**src/rtl/integer_to_radix_text_assert.svh**
```systemverilog
// Assertion macros shared by the integer_to_radix_text RTL.
// Included by modules that carry concurrent checks; no other dependencies.
`ifndef INTEGER_TO_RADIX_TEXT_ASSERT_SVH
`define INTEGER_TO_RADIX_TEXT_ASSERT_SVH
`ifndef SYNTH
`define I2RT_ASSERT(label, clk, rst, prop, msg) \
   label: assert property (@(posedge clk) disable iff (rst) (prop)) else $error(msg);
`define I2RT_ASSERT_IMPL(label, clk, rst, ante, cons, msg) \
   label: assert property (@(posedge clk) disable iff (rst) (ante) |-> (cons)) else $error(msg);
`else
`define I2RT_ASSERT(label, clk, rst, prop, msg)
`define I2RT_ASSERT_IMPL(label, clk, rst, ante, cons, msg)
`endif
`endif

```
**src/rtl/i2rt_pkg.sv**
```systemverilog
// Shared types, constants and helpers for integer_to_radix_text.
// No dependencies; imported by every other file but the assert header.
package i2rt_pkg;

   localparam int VALUE_W  = 32;
   localparam int CHAR_W   = 8;
   localparam int RADIX_W  = 6;
   localparam int DIGIT_W  = 6;
   localparam int BITCNT_W = 5;
   localparam int UPC_W    = 3;

   localparam logic [RADIX_W-1:0] RADIX_RESET = 6'd10;
   localparam logic [RADIX_W-1:0] RADIX_MIN   = 6'd2;
   localparam logic [RADIX_W-1:0] RADIX_MAX   = 6'd36;

   localparam logic [CHAR_W-1:0] CHAR_MINUS   = 8'h2D;
   localparam logic [CHAR_W-1:0] CHAR_ZERO    = 8'h30;
   localparam logic [CHAR_W-1:0] CHAR_ALPHA   = 8'h41;
   localparam logic [CHAR_W-1:0] CHAR_NEWLINE = 8'h0A;

   localparam logic [DIGIT_W-1:0] DECIMAL_DIGITS = 6'd10;

   typedef logic [UPC_W-1:0] upc_type;

   // microprogram addresses
   localparam upc_type UA_IDLE    = 3'd0;
   localparam upc_type UA_DIVIDE  = 3'd1;
   localparam upc_type UA_STORE   = 3'd2;
   localparam upc_type UA_SIGN    = 3'd3;
   localparam upc_type UA_READ    = 3'd4;
   localparam upc_type UA_DIGIT   = 3'd5;
   localparam upc_type UA_NEWLINE = 3'd6;

   typedef enum logic [2:0] {
      OP_NONE,
      OP_LOAD,
      OP_DIVIDE,
      OP_STORE,
      OP_READ
   } dp_op_type;

   // EM_MINUS emits only when the value is negative
   typedef enum logic [1:0] {
      EM_NONE,
      EM_MINUS,
      EM_DIGIT,
      EM_NEWLINE
   } emit_type;

   typedef enum logic [2:0] {
      JC_NEVER,
      JC_NO_REQ,
      JC_DIV_BUSY,
      JC_MORE_DIGITS,
      JC_DIGITS_LEFT,
      JC_ALWAYS
   } jump_cond_type;

   typedef struct packed {
      logic          take;
      dp_op_type     op;
      emit_type      emit;
      jump_cond_type jump;
      upc_type       target;
   } uword_type;

   typedef struct packed {
      dp_op_type op;
      emit_type  emit;
   } dp_ctl_type;

   typedef struct packed {
      logic negative;
      logic div_busy;
      logic more_digits;
      logic digits_left;
   } dp_status_type;

   function automatic logic [CHAR_W-1:0] digit_symbol(input logic [DIGIT_W-1:0] d);
      logic [DIGIT_W-1:0] over;
      over = d - DECIMAL_DIGITS;
      if (d < DECIMAL_DIGITS) begin
         return CHAR_ZERO + {2'b00, d};
      end
      return CHAR_ALPHA + {2'b00, over};
   endfunction

endpackage

```
**src/rtl/i2rt_if.sv**
```systemverilog
// Valid/ready channel interfaces for the request and response sides.
// Depends on i2rt_pkg for field widths.
interface i2rt_req_if import i2rt_pkg::*; ();
   logic                      valid;
   logic                      ready;
   logic signed [VALUE_W-1:0] value;

   modport source (output valid, output value, input ready);
   modport sink   (input valid, input value, output ready);
endinterface

interface i2rt_rsp_if import i2rt_pkg::*; ();
   logic              valid;
   logic              ready;
   logic [CHAR_W-1:0] char_out;
   logic              last;

   modport source (output valid, output char_out, output last, input ready);
   modport sink   (input valid, input char_out, input last, output ready);
endinterface

```
**src/rtl/i2rt_sequencer.sv**
```systemverilog
// Microprogram ROM, step counter and jump logic for integer_to_radix_text.
// Depends on i2rt_pkg.
module i2rt_sequencer import i2rt_pkg::*; (
   input  logic          clock,
   input  logic          reset,
   input  logic          req_valid,
   input  logic          out_free,
   input  dp_status_type status,
   output logic          req_ready,
   output dp_ctl_type    ctl
);

   function automatic uword_type ucode(input upc_type addr);
      uword_type w;
      w = '{take: 1'b0, op: OP_NONE, emit: EM_NONE, jump: JC_ALWAYS, target: UA_IDLE};
      unique case (addr)
         UA_IDLE: begin
            w = '{take: 1'b1, op: OP_LOAD, emit: EM_NONE, jump: JC_NO_REQ,
                  target: UA_IDLE};
         end
         UA_DIVIDE: begin
            w = '{take: 1'b0, op: OP_DIVIDE, emit: EM_NONE, jump: JC_DIV_BUSY,
                  target: UA_DIVIDE};
         end
         UA_STORE: begin
            w = '{take: 1'b0, op: OP_STORE, emit: EM_NONE, jump: JC_MORE_DIGITS,
                  target: UA_DIVIDE};
         end
         UA_SIGN: begin
            w = '{take: 1'b0, op: OP_NONE, emit: EM_MINUS, jump: JC_NEVER,
                  target: UA_IDLE};
         end
         UA_READ: begin
            w = '{take: 1'b0, op: OP_READ, emit: EM_NONE, jump: JC_NEVER,
                  target: UA_IDLE};
         end
         UA_DIGIT: begin
            w = '{take: 1'b0, op: OP_NONE, emit: EM_DIGIT, jump: JC_DIGITS_LEFT,
                  target: UA_READ};
         end
         UA_NEWLINE: begin
            w = '{take: 1'b0, op: OP_NONE, emit: EM_NEWLINE, jump: JC_ALWAYS,
                  target: UA_IDLE};
         end
         default: begin
            w = '{take: 1'b0, op: OP_NONE, emit: EM_NONE, jump: JC_ALWAYS,
                  target: UA_IDLE};
         end
      endcase
      return w;
   endfunction

   upc_type   upc_ff;
   upc_type   upc_in;
   uword_type word;
   logic      emit_need;
   logic      stall;
   logic      idle_wait;
   logic      taken;

   always_comb begin
      word = ucode(upc_ff);

      unique case (word.emit)
         EM_NONE:  emit_need = 1'b0;
         EM_MINUS: emit_need = status.negative;
         default:  emit_need = 1'b1;
      endcase

      stall     = emit_need && !out_free;
      idle_wait = word.take && !req_valid;
      req_ready = word.take;

      ctl.op   = (stall || idle_wait) ? OP_NONE : word.op;
      ctl.emit = (emit_need && !stall) ? word.emit : EM_NONE;

      unique case (word.jump)
         JC_NEVER:       taken = 1'b0;
         JC_NO_REQ:      taken = !req_valid;
         JC_DIV_BUSY:    taken = status.div_busy;
         JC_MORE_DIGITS: taken = status.more_digits;
         JC_DIGITS_LEFT: taken = status.digits_left;
         JC_ALWAYS:      taken = 1'b1;
         default:        taken = 1'b1;
      endcase

      if (stall) begin
         upc_in = upc_ff;
      end else if (taken) begin
         upc_in = word.target;
      end else begin
         upc_in = upc_type'(upc_ff + 1'b1);
      end
   end

   always_ff @(posedge clock) begin
      if (reset) begin
         upc_ff <= UA_IDLE;
      end else begin
         upc_ff <= upc_in;
      end
   end

endmodule

```
**src/rtl/i2rt_datapath.sv**
```systemverilog
// Magnitude register, bit-serial radix divider, digit store and digit count.
// Depends on i2rt_pkg and integer_to_radix_text_assert.svh.
`include "integer_to_radix_text_assert.svh"
module i2rt_datapath import i2rt_pkg::*; #(
   parameter int DIGIT_DEPTH = 32
) (
   input  logic                      clock,
   input  logic                      reset,
   input  dp_ctl_type                ctl,
   input  logic signed [VALUE_W-1:0] value,
   input  logic [RADIX_W-1:0]        radix,
   output dp_status_type             status,
   output logic [DIGIT_W-1:0]        digit
);

   localparam int CNT_W = $clog2(DIGIT_DEPTH + 1);
   localparam int IDX_W = $clog2(DIGIT_DEPTH);

   logic [VALUE_W-1:0]  mag_ff, mag_in;
   logic [DIGIT_W-1:0]  rem_ff, rem_in;
   logic [BITCNT_W-1:0] bitcnt_ff, bitcnt_in;
   logic                negative_ff, negative_in;
   logic [CNT_W-1:0]    count_ff, count_in;
   logic [CNT_W-1:0]    count_dec;
   logic [CNT_W:0]      count_inc;
   logic [DIGIT_W:0]    rem_shift;
   logic [DIGIT_W:0]    rem_diff;
   logic                fits;
   logic [DIGIT_W-1:0]  store [DIGIT_DEPTH];
   logic [DIGIT_W-1:0]  rd_ff;

   always_comb begin
      // one restoring-division step: shift in the next dividend bit
      rem_shift = {rem_ff, mag_ff[VALUE_W-1]};
      rem_diff  = rem_shift - {1'b0, radix};
      fits      = rem_shift >= {1'b0, radix};
      count_dec = count_ff - 1'b1;
      count_inc = {1'b0, count_ff} + 1'b1;

      mag_in      = mag_ff;
      rem_in      = rem_ff;
      bitcnt_in   = bitcnt_ff;
      negative_in = negative_ff;
      count_in    = count_ff;

      unique case (ctl.op)
         OP_LOAD: begin
            negative_in = value[VALUE_W-1];
            mag_in      = value[VALUE_W-1] ? (VALUE_W'(0) - VALUE_W'(value))
                                           : VALUE_W'(value);
            rem_in      = '0;
            bitcnt_in   = '1;
            count_in    = '0;
         end
         OP_DIVIDE: begin
            rem_in    = fits ? rem_diff[DIGIT_W-1:0] : rem_shift[DIGIT_W-1:0];
            mag_in    = {mag_ff[VALUE_W-2:0], fits};
            bitcnt_in = bitcnt_ff - 1'b1;
         end
         OP_STORE: begin
            rem_in   = '0;
            count_in = count_inc[CNT_W-1:0];
         end
         OP_READ: begin
            count_in = count_dec;
         end
         default: begin
         end
      endcase

      status.negative    = negative_ff;
      status.div_busy    = bitcnt_ff != '0;
      status.more_digits = (mag_ff != '0) && (count_inc < (CNT_W+1)'(DIGIT_DEPTH));
      status.digits_left = count_ff != '0;
      digit              = rd_ff;
   end

   always_ff @(posedge clock) begin
      if (reset) begin
         count_ff  <= '0;
         bitcnt_ff <= '0;
      end else begin
         count_ff  <= count_in;
         bitcnt_ff <= bitcnt_in;
      end
   end

   always_ff @(posedge clock) begin
      mag_ff      <= mag_in;
      rem_ff      <= rem_in;
      negative_ff <= negative_in;
   end

   // digit store: one write port, one registered read port
   always_ff @(posedge clock) begin
      if (ctl.op == OP_STORE) begin
         store[count_ff[IDX_W-1:0]] <= rem_ff;
      end
      if (ctl.op == OP_READ) begin
         rd_ff <= store[count_dec[IDX_W-1:0]];
      end
   end

   `I2RT_ASSERT_IMPL(a_store_after_full_divide, clock, reset, ctl.op == OP_STORE, bitcnt_ff == '1, "digit stored before division finished")
   `I2RT_ASSERT(a_count_in_range, clock, reset, count_ff <= CNT_W'(DIGIT_DEPTH), "digit count beyond store depth")
   `I2RT_ASSERT_IMPL(a_read_has_digit, clock, reset, ctl.op == OP_READ, count_ff != '0, "read from empty digit store")

endmodule

```
**src/rtl/integer_to_radix_text.sv**
```systemverilog
// Top level of integer_to_radix_text: config register, output register, glue.
// Depends on i2rt_pkg, i2rt_if, i2rt_sequencer, i2rt_datapath and the assert header.
//
// Usage:
//  req_ch (valid/ready) carries one signed 32-bit value per transfer. rsp_ch
//  (valid/ready) returns its text one character per transfer: '-' when the
//  value is negative, the digits most significant first, then a newline with
//  last set. Zero renders as "0". csr_we/csr_wdata write the radix; values
//  below 2 act as 2 and above 36 act as 36. Write it only while idle.
//  Sequence: each item is accepted, then each digit takes a full pass of the
//  shared one-bit-per-cycle restoring divider and a store, then the sign step
//  (taken either way), a store read and an emit per digit, and the newline.
//  The block takes no new item while one is in progress; the next item is
//  accepted once the newline has been loaded into the output register.
//  Reset clears the microprogram counter, digit count, output valid and sets
//  radix to 10; the digit store is not cleared and needs no sweep.
//  A stalled receiver holds the output register and the microprogram waits at
//  the emitting step; nothing is dropped.
`include "integer_to_radix_text_assert.svh"
module integer_to_radix_text import i2rt_pkg::*; #(
   parameter int DIGIT_DEPTH = 32
) (
   input  logic               clock,
   input  logic               reset,
   input  logic               csr_we,
   input  logic [RADIX_W-1:0] csr_wdata,
   i2rt_req_if.sink           req_ch,
   i2rt_rsp_if.source         rsp_ch
);

   logic [RADIX_W-1:0] csr_radix_ff;
   logic [RADIX_W-1:0] radix_eff;

   logic              rsp_valid_ff, rsp_valid_in;
   logic [CHAR_W-1:0] rsp_char_ff, rsp_char_in;
   logic              rsp_last_ff, rsp_last_in;
   logic              out_free;

   dp_ctl_type         ctl;
   dp_status_type      status;
   logic [DIGIT_W-1:0] digit;

   // radix register, saturated into the legal range
   always_ff @(posedge clock) begin
      if (reset) begin
         csr_radix_ff <= RADIX_RESET;
      end else if (csr_we) begin
         csr_radix_ff <= csr_wdata;
      end
   end

   always_comb begin
      if (csr_radix_ff < RADIX_MIN) begin
         radix_eff = RADIX_MIN;
      end else if (csr_radix_ff > RADIX_MAX) begin
         radix_eff = RADIX_MAX;
      end else begin
         radix_eff = csr_radix_ff;
      end
   end

   i2rt_sequencer u_seq (
      .clock     (clock),
      .reset     (reset),
      .req_valid (req_ch.valid),
      .out_free  (out_free),
      .status    (status),
      .req_ready (req_ch.ready),
      .ctl       (ctl)
   );

   i2rt_datapath #(
      .DIGIT_DEPTH (DIGIT_DEPTH)
   ) u_dp (
      .clock  (clock),
      .reset  (reset),
      .ctl    (ctl),
      .value  (req_ch.value),
      .radix  (radix_eff),
      .status (status),
      .digit  (digit)
   );

   // output register: free when empty or draining this cycle
   always_comb begin
      out_free     = !rsp_valid_ff || rsp_ch.ready;
      rsp_char_in  = rsp_char_ff;
      rsp_last_in  = rsp_last_ff;
      rsp_valid_in = rsp_valid_ff && !rsp_ch.ready;
      case (ctl.emit)
         EM_MINUS: begin
            rsp_char_in  = CHAR_MINUS;
            rsp_last_in  = 1'b0;
            rsp_valid_in = 1'b1;
         end
         EM_DIGIT: begin
            rsp_char_in  = digit_symbol(digit);
            rsp_last_in  = 1'b0;
            rsp_valid_in = 1'b1;
         end
         EM_NEWLINE: begin
            rsp_char_in  = CHAR_NEWLINE;
            rsp_last_in  = 1'b1;
            rsp_valid_in = 1'b1;
         end
         default: begin
         end
      endcase
   end

   always_ff @(posedge clock) begin
      if (reset) begin
         rsp_valid_ff <= 1'b0;
      end else begin
         rsp_valid_ff <= rsp_valid_in;
      end
   end

   always_ff @(posedge clock) begin
      rsp_char_ff <= rsp_char_in;
      rsp_last_ff <= rsp_last_in;
   end

   assign rsp_ch.valid    = rsp_valid_ff;
   assign rsp_ch.char_out = rsp_char_ff;
   assign rsp_ch.last     = rsp_last_ff;

   `I2RT_ASSERT_IMPL(a_transfer_loads, clock, reset, req_ch.valid && req_ch.ready, ctl.op == OP_LOAD, "request transfer without load")
   `I2RT_ASSERT_IMPL(a_emit_has_room, clock, reset, ctl.emit != EM_NONE, out_free, "character emitted over a pending one")
   `I2RT_ASSERT_IMPL(a_last_is_newline, clock, reset, rsp_valid_ff && rsp_last_ff, rsp_char_ff == CHAR_NEWLINE, "last set on a non-newline character")

endmodule
```
**src/flat_wrapper.sv**
```systemverilog
// flat-port wrapper written by rule: the top's interface ports become plain ports
module integer_to_radix_text_flat import i2rt_pkg::*;
#(
   parameter int DIGIT_DEPTH = 32
)
  (clock, reset, csr_we, csr_wdata, req_ch_valid, req_ch_value, req_ch_ready, rsp_ch_valid, rsp_ch_char_out, rsp_ch_last, rsp_ch_ready);
  i2rt_req_if req_ch_i ();
  i2rt_rsp_if rsp_ch_i ();
  input  logic clock;
  input  logic reset;
  input  logic csr_we;
  input  logic [RADIX_W-1:0] csr_wdata;
  input wire logic [$bits(req_ch_i.valid)-1:0] req_ch_valid;
  input wire logic [$bits(req_ch_i.value)-1:0] req_ch_value;
  output wire logic [$bits(req_ch_i.ready)-1:0] req_ch_ready;
  output wire logic [$bits(rsp_ch_i.valid)-1:0] rsp_ch_valid;
  output wire logic [$bits(rsp_ch_i.char_out)-1:0] rsp_ch_char_out;
  output wire logic [$bits(rsp_ch_i.last)-1:0] rsp_ch_last;
  input wire logic [$bits(rsp_ch_i.ready)-1:0] rsp_ch_ready;
  assign req_ch_i.valid = req_ch_valid;
  assign req_ch_i.value = req_ch_value;
  assign req_ch_ready = req_ch_i.ready;
  assign rsp_ch_valid = rsp_ch_i.valid;
  assign rsp_ch_char_out = rsp_ch_i.char_out;
  assign rsp_ch_last = rsp_ch_i.last;
  assign rsp_ch_i.ready = rsp_ch_ready;
  integer_to_radix_text #(.DIGIT_DEPTH(DIGIT_DEPTH)) u_core (.clock(clock), .reset(reset), .csr_we(csr_we), .csr_wdata(csr_wdata), .req_ch(req_ch_i), .rsp_ch(rsp_ch_i));
endmodule
```
**config.mk**
```make
export PLATFORM = sky130hd
export DESIGN_NAME = integer_to_radix_text_flat
export DESIGN_NICKNAME = d
export VERILOG_FILES = /design/src/rtl/i2rt_pkg.sv /design/src/rtl/i2rt_if.sv /design/src/rtl/i2rt_sequencer.sv /design/src/rtl/i2rt_datapath.sv /design/src/rtl/integer_to_radix_text.sv /design/src/flat_wrapper.sv
export VERILOG_INCLUDE_DIRS = /design/src /design/src/rtl
export SDC_FILE = /design/constraint.sdc
export NUM_CORES = 1
export LEC_CHECK = 0
export BUFFER_PORTS_ARGS = -buffer_cell sky130_fd_sc_hd__buf_4
export CAP_MARGIN = 30
export CORE_MARGIN = 3
export CORE_UTILIZATION = 50
export CTS_CLUSTER_SIZE = 10
export DETAILED_ROUTE_END_ITERATION = 6
export PLACE_DENSITY = 0.67
export SLEW_MARGIN = 20
export SYNTH_ARGS = -nofsm -noshare
export SYNTH_HDL_FRONTEND = slang
export SYNTH_SLANG_ARGS = --single-unit
```
**constraint.sdc**
```tcl
create_clock -name clock -period 4.35 [get_ports clock]
set_input_delay 1.0875 -clock clock [delete_from_list [all_inputs] [get_ports clock]]
set_output_delay 1.0875 -clock clock [all_outputs]
set_load 0.1 [all_outputs]
```
=== Word level (Yosys, flattened, before mapping) ===
Memory sizes are Yosys's and may differ from the RTL's. A register that Yosys moved wholly into a read port is not among the register bits.
Cells that the tools add are included.

* $lt $le $gt $ge: 5
* Equality and inequality tests: 18
* Muxes and demuxes: 23
* Reduce and logical (&&, ||, !) cells: 26
* Add/sub/neg operators: 9

{| class="wikitable"
|+ Operators with widths
! kind !! count
|-
| $pmux 12 s7 || 1
|-
| $pmux 32 s2 || 1
|-
| $mux 32 || 1
|-
| $reduce_bool 32->1 || 1
|-
| $sub 1x32->32 const A || 1
|-
| $pmux 8 s3 || 1
|-
| $eq 3x2->1 const B || 6
|-
| $mux 6 || 3
|-
| $pmux 6 s3 || 1
|-
| $mux 8 || 2
|-
| $eq 3x3->1 const B || 5
|-
| $pmux 6 s2 || 1
|-
| $pmux 5 s2 || 1
|-
| $eq 3x1->1 const B || 3
|-
| $add 7x6->8 const A || 1
|-
| $add 6x1->7 const B || 1
|-
| $add 6x6->7 const A || 1
|-
| $ge 7x6->1 || 1
|-
| $lt 7x6->1 const B || 1
|-
| $gt 6x6->1 const B || 1
|-
| $logic_not 3->1 || 2
|-
| $lt 6x2->1 const B || 1
|-
| $lt 6x4->1 const B || 1
|-
| $mux 3 || 2
|-
| other kinds (21) || 41
|}

* Word-level logic and storage cells: 92
* Output and inout port bits: 11
* Input bits: 43
* Memory bits (writable): 192
* Memories: 1
* Register bits after elaboration: 69

{| class="wikitable"
|+ Memory list
! memory !! words !! bits a word !! read ports !! clocked after memory_dff !! wr ports !! RTL line !! text
|-
| u_core.u_dp.store || 32 || 6 || 1 || 1 || 1 || i2rt_datapath.sv:29 || <nowiki>logic [DIGIT_W-1:0] store [DIGIT_DEPTH];</nowiki>
|}

=== Longest topological paths before layout ===
Gate-level depths: netlist of the first run.

* Depth in word-level cells: 12
* Mapped depth: 13
* Gate-level depth less buffers: 13

=== By module ===
Synthesis of the first run repeated with hierarchy kept, for this count alone.

* Cell total of the unflattened synthesis: 905
* Area total of the unflattened synthesis: 12588.3 um^2

{| class="wikitable"
|+ By module, submodules not included
! module !! times used !! area an instance (um^2) !! cells each !! sequential area each (um^2)
|-
| i2rt_datapath || 1 || 11248.3 || 751 || 7337.0
|-
| integer_to_radix_text || 1 || 905.9 || 94 || 410.4
|-
| i2rt_sequencer || 1 || 434.2 || 60 || 60.1
|}

=== Worst setup path before layout of the first run ===
No wires, ideal clock.

* Path type: reg2out
* Start point: register u_core.u_seq.upc_ff[0]
* End point: output req_ch_ready
* Stages on the path, launching flop included: 4
* Path slack: 1234 ps
* Required time: 3263 ps
* Data arrival time: 2029 ps
* Buffers on the path: 0
* Path through: dfxtp_1 inv_1 ha_1 nor2b_1

* Cells in the longest elaborated chain, start to end: 2
* Elaborated cells on any way between the ends: 8
* Those cells by class: eq/ne: 6; mux: 1; reduce/logical: 1

{| class="wikitable"
|+ RTL lines
! element !! RTL line !! text
|-
| start: declaration || i2rt_sequencer.sv:53 || <nowiki>upc_type upc_ff;</nowiki>
|-
| start signal: assignment || i2rt_sequencer.sv:100 || <nowiki>upc_ff <= upc_in;</nowiki>
|-
| $eq 3x3->1 (tied with other cells) || i2rt_sequencer.sv:16 || <nowiki>unique case (addr)</nowiki>
|-
| $pmux 12 s7 (*) || i2rt_sequencer.sv:16 ||
|-
| end: declaration || flat_wrapper.sv:15 || <nowiki>output wire logic [$bits(req_ch_i.ready)-1:0] req_ch_ready;</nowiki>
|}

Mark *: on every way between the ends. The rest lies on a longest branch, timed or not.

=== Worst setup path in the final report of the first run ===
* Start point: register u_core.u_seq.upc_ff[0]
* End point: memory u_core.u_dp.store[28][1] (enable)

* Cells in the longest elaborated chain, start to end: 10
* Elaborated cells on any way between the ends: 18
* Those cells by class: eq/ne: 8; mux: 5; reduce/logical: 5

{| class="wikitable"
|+ RTL lines
! element !! RTL line !! text
|-
| $eq 3x3->1 (tied with other cells) || i2rt_sequencer.sv:16 ||
|-
| $pmux 12 s7 (*) || i2rt_sequencer.sv:16 ||
|-
| $eq 2x1->1 or $logic_not 2->1 (tied branches) || i2rt_sequencer.sv:64 || <nowiki>unique case (word.emit)</nowiki>
|-
| $pmux 1 s2 || i2rt_sequencer.sv:64 ||
|-
| $logic_and 1x1->1 || i2rt_sequencer.sv:70 || <nowiki>stall = emit_need && !out_free;</nowiki>
|-
| $logic_or 1x1->1 || i2rt_sequencer.sv:74 || <nowiki>ctl.op = (stall || idle_wait) ? OP_NONE : word.op;</nowiki>
|-
| $mux 3 (*) || i2rt_sequencer.sv:74 ||
|-
| $eq 3x2->1 (*) || i2rt_datapath.sv:96 || <nowiki>if (ctl.op == OP_STORE) begin</nowiki>
|-
| $mux 1 (*) || i2rt_datapath.sv:96 ||
|-
| $mux 1 (implied by the code) (*) || i2rt_datapath.sv:97 || <nowiki>store[count_ff[IDX_W-1:0]] <= rem_ff;</nowiki>
|-
| end: declaration || i2rt_datapath.sv:29 ||
|}

Marks and branches as above.

==> impl_metrics.tcl, run 1 <==
set metrics [dict create \
    fin_crit_ps 3410 \
    drtAntennaViolNets 0 \
    ff2ff_setup_slack_ps 940 \
    power_density_mw_per_mm2 670 \
    die_height_um 162 \
    ios 54 \
    ys.flop_type "edfxtp_1" \
    synth_edf_count 246 \
    drt_wl_total_um 26400 \
    async_flop_share 0 \
    ctsResizeCount 0 \
    setup_tns_ps 0 \
    startpoint_type "register" \
    syn_to_final_growth_pct 13.4 \
    rsz0062_at_grt "no" \
    crit_chain "inv_1, ha_1, o21ai_0, a21o_1, nand2_1, nor2_1, nand2_1, nor2_1" \
    htree_levels 1 \
    hpwlAfterDp_um 16900 \
    syn_area_mm2 0.0122 \
    r2r-start "u_core.u_seq.upc_ff[0]" \
    coreArea_mm2 0.0238 \
    avgSynthCellArea_um2 14.7 \
    relSlewSlack 0.369 \
    worst_ep_required_time_ps 4530 \
    max_freq_mhz 294 \
    routabilityCongestion 0.814 \
    grt_use_total 0.203 \
    arrival_ps 3580 \
    die_x_um 162 \
    placed_area_mm2 0.0130 \
    drive_gt1_frac 0.205 \
    slowest_stage "nor2_1" \
    endpoint_kind "register" \
    clk_pin_slew_worst_paths_ps 60 \
    reg2reg_depth 8 \
    max_slew.worst_pin.slew_ps 947 \
    grt_max_degree 66 \
    hp-class "reg2reg" \
    grt_pass1_vias 7423 \
    setup_viol 0 \
    syn_nets 896 \
    final_area_mm2 0.0138 \
    yosys.area.top_type "edfxtp_1" \
    finalClockSkew_ps 16.9 \
    crit_start "u_core.u_seq.upc_ff[0]" \
    fin_util 0.582 \
    final_cell_mix "246 x edfxtp_1, 75 x nor2_1, 71 x nand2_1" \
    maxCapViolCount 0 \
    cp-endpoint "u_core.u_dp.store[28][1]" \
    total_leakage_power_nw 4.52 \
    reg2reg_to "u_core.u_dp.store[28][1]" \
    cts.path.max_buffers 3 \
    initial_core_util 0.513 \
    worst-path-stages 8 \
    wl_per_cell_um 21.4 \
    vdd_drop_max_mv 0.338 \
    ys_seq_area_frac 0.640 \
    synth_seq_cells 267 \
    finalHoldViolations 0 \
    postSynthCellCount 831 \
    drv_slew 0 \
    clock-sinks 267 \
    dr.pass1.iters 5 \
    drtIter0Drc 662 \
    setup.worst_path.class "reg2reg" \
    cts_buffers 30 \
    numPortBuffers 53 \
    status "finished clean" \
    drc 0 \
    cts-root-buf "clkbuf_16" \
    critical-path-top-delay-family "simple AND/OR/NAND/NOR gates" \
    cpPeakStageDelay_ps 570 \
    grt_antenna_before_repair 0 \
    die-area_mm2 0.0263 \
    final_common_cell "edfxtp_1" \
    timing.hold.ws_ps 492 \
    num_rows 56 \
    cp_max_fo 9 \
    cts_tree "built" \
    path_buf_inv 1 \
    post-route-period-util 0.783 \
    synth.top_cell.area_share 0.606 \
    grt_pass1_wl_um 41700 \
    postCtsSetupBuffers 0 \
    synth_warnings 0 \
    ctsHoldBuffers 0 \
    diodes 0 \
    ys_types 66 \
    via_per_inst 5.87 \
    vias 7261 \
    fin_nets 958 \
    overflow 0 \
    clock_latency_ps 540 \
    synthTopCellsByArea "edfxtp_1 61%, mux4_2 11%, dfxtp_1 3.4%" \
]
==> where the power goes <==
group,total [mW],leakage (nW),internal (mW),switching [mW]
Combinational,3.27,1.70,1.28,1.99
Sequential,3.76,2.41,3.55,0.209
Clock,2.23,0.406,1.29,0.937
Total,9.26,4.52,6.12,3.14
==> worst reg2reg max path: stages (launching register included) <==
cell     delay (ps)
dfxtp_1         470
inv_1           110
ha_1            310
o21ai_0         280
a21o_1          280
nand2_1         200
nor2_1          370
nand2_1         420
nor2_1          570
==> layer usage <==
layer	track usage	up-vias	part of all wire
met5	0	-	0
met1	0.281	3617	0.42
met2	0.339	252	0.49
li1	-	3343	-
met3	0.0347	49	0.057
met4	0.0554	0	0.026
==> per-stage QoR <==
step	power (mW)	instances	setup slack [ps]
global route	9.73	1236	684
global placement	7.01	1178	917
CTS	9.32	1236	872
finish	9.26	1236	944
floorplan	6.02	831	1230
detailed placement	7.07	1180	734
==> Yosys cell counts, drive strengths merged, types with 3 or more instances <==
master	n
nor2	76
nor2b	8
nand3b	4
mux2	6
and3	3
o31ai	12
xnor2	14
or3	5
buf	16
o41ai	4
nand3	12
a221oi	3
a211oi	3
nor3	10
mux2i	6
nand2b	3
a211o	4
nand4	4
dfxtp	21
inv	21
xor2	31
clkbuf	21
a311oi	3
nor4	11
or2	5
mux4	60
nor4b	3
o21ai	58
nor3b	3
a21oi	29
or4	5
nand2	72
ha	21
edfxtp	246
==> worst min-delay path by stage <==
| stage | slack [ps] | startpoint | end | cells past startpoint |
|---|---|---|---|---|
| 6_report | 490 | u_core.u_dp.bitcnt_ff[4] | u_core.u_dp.bitcnt_ff[4] | 2 |
| 5_1_grt | 530 | u_core.u_dp.bitcnt_ff[4] | u_core.u_dp.bitcnt_ff[4] | 2 |
| 4_1_cts | 500 | u_core.u_dp.bitcnt_ff[4] | u_core.u_dp.bitcnt_ff[4] | 2 |
| 3_5_place_dp | 490 | u_core.u_dp.bitcnt_ff[4] | u_core.u_dp.bitcnt_ff[4] | 2 |
| 3_3_place_gp | 480 | u_core.u_dp.bitcnt_ff[4] | u_core.u_dp.bitcnt_ff[4] | 2 |
| 2_1_floorplan | 460 | u_core.csr_radix_ff[0] | u_core.csr_radix_ff[0] | 2 |
==> sequential cells by signal, summed over array words and instances (netlist names), 3 cells and up <==
| signal | cells |
|---|---|
| u_core.csr_radix_ff | 6 |
| u_core.rsp_ch.char_out | 8 |
| u_core.u_dp.bitcnt_ff | 5 |
| u_core.u_dp.count_ff | 6 |
| u_core.u_dp.digit | 6 |
| u_core.u_dp.mag_ff | 32 |
| u_core.u_dp.rem_ff | 6 |
| u_core.u_dp.store | 192 |
| u_core.u_seq.upc_ff | 3 |
==> cells by family after synthesis <==
logic type / share of synthesized area
flip-flops: 0.640
multiplexers: 0.121
AND/OR/NAND/NOR: 0.0911
XOR/XNOR: 0.0323
adder cells (fa/ha/maj): 0.0232
AO/OA/AOI/OAI: 0.0717
buffers and inverters: 0.0203
==> final cells by class <==
class,count,area (µm²)
multi-input combinational,506,4160
clock buffer,55,845
timing repair buffer,67,520
sequential,267,7810
tap,319,399
fill,1806,9920
inverter,21,78.8
clock inverter,1,16.3
No activity file was read; power rests on OpenSTA's default activity.
==> run 2, diff against run 1 <==
ABC_AREA = 1   (was unset)
PLACE_DENSITY = 0.69   (was 0.67)
clock period = 2.8 ns   (was 4.35 ns; I/O delays follow)
==> run 2 against run 1 <==
Compared with the run above: routed wire length grew 16%; first-iteration DRC count increased by 64%; clock-buffer cell count shrank 9; flip-flop and latch count is the same; power increased by 57%; design area rose by 5.8%; clock power is 57% higher; sequential share of layout area fell by 3.1 points; combinational power is 65% higher; core utilization increased by 1.1 points; die area rose by 4.1%.
==> impl_metrics.tcl, run 2 <==
set metrics [dict create \
    routabilityCongestion 0.939 \
    drtAntennaViolNets 0 \
    async_flop_share 0 \
    setup_slack_ps 170 \
    grt_pass1_wl_um 47500 \
    ys_seq_area_frac 0.614 \
    finalHoldViolations 0 \
    final_cell_mix "246 x edfxtp_1, 237 x nor2_1, 184 x nand2_1" \
    vias 9372 \
    reg2reg_depth 16 \
    cp_max_fo 5 \
    yosys.cell_count.top_type "edfxtp_1" \
    slowest_stage "dfxtp_1" \
    endpoint_kind "register" \
    ff2ff_setup_slack_ps 170 \
    synthTopCellsByArea "edfxtp_1 58%, nor2_1 7.1%, o21ai_0 6.0%" \
    drv_slew 0 \
    crit_top_cell "nand2_1" \
    grt_max_degree 101 \
    ys.flop_type "edfxtp_1" \
    clock_latency_ps 550 \
    cts_tree "built" \
    cpPeakStageDelay_ps 330 \
    clock-sinks 267 \
    grt_pass1_vias 8988 \
    r2r-start "u_core.csr_radix_ff[5]" \
    finalClockSkew_ps 12.9 \
    arrival_ps 3010 \
    p_switching_mw 5.53 \
    numPortBuffers 53 \
    hpwlAfterDp_um 20000 \
    synth.top_cell.area_share 0.581 \
    fin_crit_ps 2630 \
    drc 0 \
    worstHoldStart "csr_wdata[1]" \
    num_rows 57 \
    ys_types 51 \
    holdPathEnd "u_core.csr_radix_ff[1]" \
    synth_seq_cells 267 \
    swShare 0.379 \
    synth_warnings 0 \
    die_height_um 165 \
    ctsHoldBuffers 0 \
    postSynthCellCount 1258 \
    combPwrFrac 0.371 \
    syn_to_final_growth_pct 15.0 \
    setup.worst_path.class "reg2reg" \
    synth_edf_count 246 \
    diodes 0 \
    setup_viol 0 \
    drive_gt1_frac 0.136 \
    fillers 2044 \
    ios 54 \
    drt_wl_total_um 30500 \
    grt_use_total 0.221 \
    critical-path-top-delay-family "simple AND/OR/NAND/NOR gates" \
    yosys.area.top_type "edfxtp_1" \
    coreArea_mm2 0.0247 \
    die_x_um 165 \
    maxCapViolCount 0 \
    dr.pass1.iters 5 \
    initial_core_util 0.515 \
    wl_per_cell_um 18.1 \
    yosys-top-cells-count "246 x edfxtp_1, 239 x nor2_1, 184 x nand2_1" \
    relSlewSlack 0.384 \
    worst_ep_required_time_ps 3180 \
    clk_pin_slew_worst_paths_ps 50 \
    avgSynthCellArea_um2 10.1 \
    cts.path.max_buffers 3 \
    syn_area_mm2 0.0127 \
    cts-root-buf "clkbuf_16" \
    grt_antenna_before_repair 0 \
    hp-class "in2reg" \
    rsz0062_at_grt "no" \
    final_common_cell "edfxtp_1" \
    crit_chain "inv_1, a21oi_2, a31oi_2, nand2_1, nand2_1, inv_1, ha_1, nand3_1, nand2_1, nand2_1, nand2_1, a21oi_2, nor2_1, nor2_2, nand2_1, a21oi_1" \
    p_seq_frac 0.389 \
    clockPowerShare 0.240 \
    min_path_cells 3 \
    max_slew.worst_pin.slew_ps 921 \
    startpoint_type "register" \
    reg2reg_to "u_core.u_dp.rem_ff[1]" \
    total_leakage_power_nw 5.60 \
    status "finished clean" \
    max_freq_mhz 380 \
    drtIter0Drc 1086 \
    fin_nets 1414 \
    post-route-period-util 0.939 \
    htree_levels 1 \
    path_buf_inv 2 \
    cts_buffers 31 \
    p_int_mw 9.05 \
    vdd_drop_max_mv 0.570 \
    overflow 0 \
    die-area_mm2 0.0274 \
    via_per_inst 5.55 \
    pre_cts_ws_ps 128 \
    power_density_mw_per_mm2 997 \
    syn_nets 1323 \
    largest_reg_flops 192 \
    setup_tns_ps 0 \
]
## run 2: changes by cell type after synthesis, sizes merged, moves of 27 or more
cell / delta
nand2: +123
nand3: +27
inv: +82
mux4: -60
nor2: +166
o21ai: +113
## run 2: stage by stage
step	power (mW)	cells	util	cell area, µm²	hold WS, ps
after global routing	15.4	1688	0.593	14600	371
after global placement	11.0	1639	0.557	13700	485
after floorplan	9.21	1258	-	12700	462
after CTS	14.6	1687	0.591	14600	347
after detailed placement	11.1	1639	0.557	13700	502
final	14.6	1688	0.593	14600	362
## run 2: power groups by stage
| stage | logic [mW] | clock network, mW | registers (mW) |
|---|---|---|---|
| global placement | 5.24 | 0 | 5.73 |
| finish | 5.41 | 3.49 | 5.68 |
| detailed placement | 5.30 | 0 | 5.75 |
| floorplan | 3.25 | 0 | 5.95 |
| CTS | 5.33 | 3.55 | 5.67 |
| global route | 5.92 | 3.71 | 5.72 |
## run 2: worst max path at each step
stage / startpoint / to / slack [ps] / cells past startpoint
4_1_cts: u_core.csr_radix_ff[5] / u_core.u_dp.rem_ff[1] / 30 / 16
5_1_grt: u_core.csr_radix_ff[5] / u_core.u_dp.rem_ff[1] / 3 / 16
6_report: u_core.csr_radix_ff[5] / u_core.u_dp.rem_ff[1] / 170 / 16
3_3_place_gp: u_core.csr_radix_ff[5] / u_core.u_dp.rem_ff[0] / 240 / 16
3_5_place_dp: u_core.csr_radix_ff[5] / u_core.u_dp.rem_ff[0] / 130 / 16
2_1_floorplan: u_core.u_seq.upc_ff[0] / u_core.u_dp.bitcnt_ff[1] / 280 / 10
## run 2: kinds of logic (layout without fill, tap and decap cells)
kind of cell    after synthesis  in the layout  synth area share
xor+xnor                     34             34            0.0240
mux                           8              8           0.00630
buf+inv                     157            263            0.0509
simple gates                509            509             0.166
flops                       267            267             0.614
fa+ha+maj                    22             22            0.0222
compound gates              261            261             0.117
## run 2: timing repair
item	4_1_cts	5_1_grt
setup buffers	0	1
setup endpoints to repair	0	41
gates resized for setup	0	7
## run 2: tightest hold or removal path: stages
cell	delay, ps
buf_4	70
nand2_1	40
nand3_1	60
## run 2: cell type report
type                    count  area (µm²)  share of cell area
repair buffers            111         871              0.0595
clock inverters             2        12.5            0.000855
clock buffers              46         842              0.0576
flip-flops and latches    267        7810               0.534
multi-input cells         834        4300               0.294
inverters                 104         390              0.0267
well taps                 324         405              0.0277
## run 2: metal layers
| metal | vias to the layer above | track usage | wire length, µm |
|---|---|---|---|
| met3 | 63 | 0.0284 | 1990 |
| met5 | - | 0 | 0 |
| met4 | 0 | 0.0703 | 937 |
| li1 | 4528 | - | - |
| met1 | 4423 | 0.301 | 13300 |
| met2 | 358 | 0.369 | 14300 |
==> run 3, diff against run 2 <==
CTS_BUF_LIST = sky130_fd_sc_hd__clkbuf_16   (was unset)
==> run 3 against run 2 <==
Compared with the run above: power decreased by 0.52%; routed wire length decreased by 0.19%; global-route usage decreased by 0.064 points; register-to-register slack improved by 80 ps; critical path type unchanged; critical endpoint is now u_core.u_dp.rem_ff[0]; largest power group unchanged; highest routed layer unchanged.
==> impl_metrics.tcl, run 3 (synthesis gave the netlist of run 2 again) <==
set metrics [dict create \
    crit_start "u_core.csr_radix_ff[5]" \
    relSlewSlack 0.373 \
    setup.worst_path.class "reg2reg" \
    vdd_drop_max_mv 0.567 \
    fin_cells 1687 \
    die_height_um 165 \
    ctsResizeCount 0 \
    maxCapViolCount 0 \
    grt_use_total 0.220 \
    finalHoldViolations 0 \
    drt_wl_total_um 30500 \
    cts.path.max_buffers 3 \
    drv_slew 0 \
    routabilityCongestion 0.939 \
    clk_pin_slew_worst_paths_ps 50 \
    diodes 0 \
    swShare 0.381 \
    r2r-start "u_core.csr_radix_ff[5]" \
    post-place-cells 1639 \
    crit_top_cell "nand2_1" \
    numPortBuffers 53 \
    setup_viol 0 \
    drc 0 \
    final_common_cell "edfxtp_1" \
    p_seq_frac 0.391 \
    htree_levels 1 \
    total_leakage_power_nw 5.65 \
    clockPowerShare 0.236 \
    wl_per_cell_um 18.1 \
    cp_max_fo 5 \
    drive_gt1_frac 0.134 \
    clock-sinks 267 \
    fin_util 0.592 \
    grt_antenna_before_repair 0 \
    coreArea_mm2 0.0247 \
    setup_tns_ps 0 \
    grt_pass1_vias 8970 \
    largest_reg_flops 192 \
    crit_chain "inv_1, a21oi_1, a31oi_2, nand2_1, nand2_1, inv_1, ha_1, nand3_1, nand2_1, nand2_1, nand2_1, a21oi_2, nor2_1, nor2_4, o21ai_0, a21oi_1" \
    num_rows 57 \
    status "finished clean" \
    hp-class "in2reg" \
    drtIter0Drc 1022 \
    die-area_mm2 0.0274 \
    slowest_stage "dfxtp_1" \
    grt_pass1_wl_um 47400 \
    postCtsSetupBuffers 0 \
    startpoint_type "register" \
    worst_ep_required_time_ps 3090 \
    cpPeakStageDelay_ps 330 \
    hpwlAfterDp_um 20000 \
    combPwrFrac 0.373 \
    placed_area_mm2 0.0137 \
    cts_tree "built" \
    fin_nets 1413 \
    max_freq_mhz 393 \
    power_density_mw_per_mm2 993 \
    clock_latency_ps 550 \
    final_area_mm2 0.0146 \
    drtAntennaViolNets 0 \
    timing.hold.ws_ps 365 \
    post-route-period-util 0.910 \
    vias 9384 \
    overflow 0 \
    arrival_ps 2840 \
    cts_buffers 31 \
    endpoint_kind "register" \
    final_cell_mix "246 x edfxtp_1, 237 x nor2_1, 184 x nand2_1" \
    die_x_um 165 \
    syn_to_final_growth_pct 14.9 \
    p_int_mw 8.98 \
    p_switching_mw 5.53 \
    max_slew.worst_pin.slew_ps 937 \
    rsz0062_at_grt "no" \
    finalClockSkew_ps 11.1 \
    ios 54 \
    initial_core_util 0.515 \
    grt_max_degree 101 \
    fin_crit_ps 2550 \
    via_per_inst 5.56 \
    worstHoldStart "csr_wdata[1]" \
    dr.pass1.iters 5 \
    fillers 2052 \
    ctsHoldBuffers 0 \
    cts-root-buf "clkbuf_16" \
]
[run 3: cell count changes in the layout (fill, tap and decap cells not counted), sizes merged]
cell	previous run	this run
buf	111	110
clkbuf	46	31
clkinv	2	3
inv	104	118
[run 3: power groups by stage]
stage               combinational (mW)  clock, mW  sequential (mW)
CTS                               5.33       3.47             5.67
global route                      5.92       3.63             5.72
finish                            5.41       3.42             5.68
floorplan                         3.25          0             5.95
detailed placement                5.30          0             5.75
global placement                  5.24          0             5.73
[run 3: worst paths after layout]
path | to | slack, ps | cells after the start
worst min-delay path | u_core.csr_radix_ff[1] | 370 | 3
worst min register to register | u_core.csr_radix_ff[1] | 510 | 2
worst max-delay path | u_core.u_dp.rem_ff[0] | 250 | 16
worst max register to register | u_core.u_dp.rem_ff[0] | 250 | 16
[run 3: metrics by stage]
stage / setup WS (ps) / power [mW]
final: 252 / 14.5
after global placement: 239 / 11.0
after detailed placement: 128 / 11.1
after global routing: 36.8 / 15.3
after CTS: 52.2 / 14.5
after floorplan: 278 / 9.21
[run 3: cell type report]
class	count	area, µm²	area share
Clock inverter	17	68.8	0.00471
Inverter	104	390	0.0267
Sequential cell	267	7810	0.534
Clock buffer	31	776	0.0531
Multi-Input combinational cell	834	4300	0.294
Timing Repair Buffer	110	863	0.0591
Tap cell	324	405	0.0277
[run 3: critical path: cells and delay by family, from the launching register on]
family	cells	cell delay [ps]
AOI/OAI and AO/OA	5	620
buffers and inverters	2	210
DFF	1	330
adders and majority gates	1	310
and+or+nand+nor	8	820
[run 3: routing by layer]
metal	share of wire	global-route usage	vias to the layer above
met1	0.43	0.301	4422
li1	-	-	4524
met4	0.030	0.0703	0
met2	0.47	0.366	379
met5	0	0	-
met3	0.070	0.0284	59
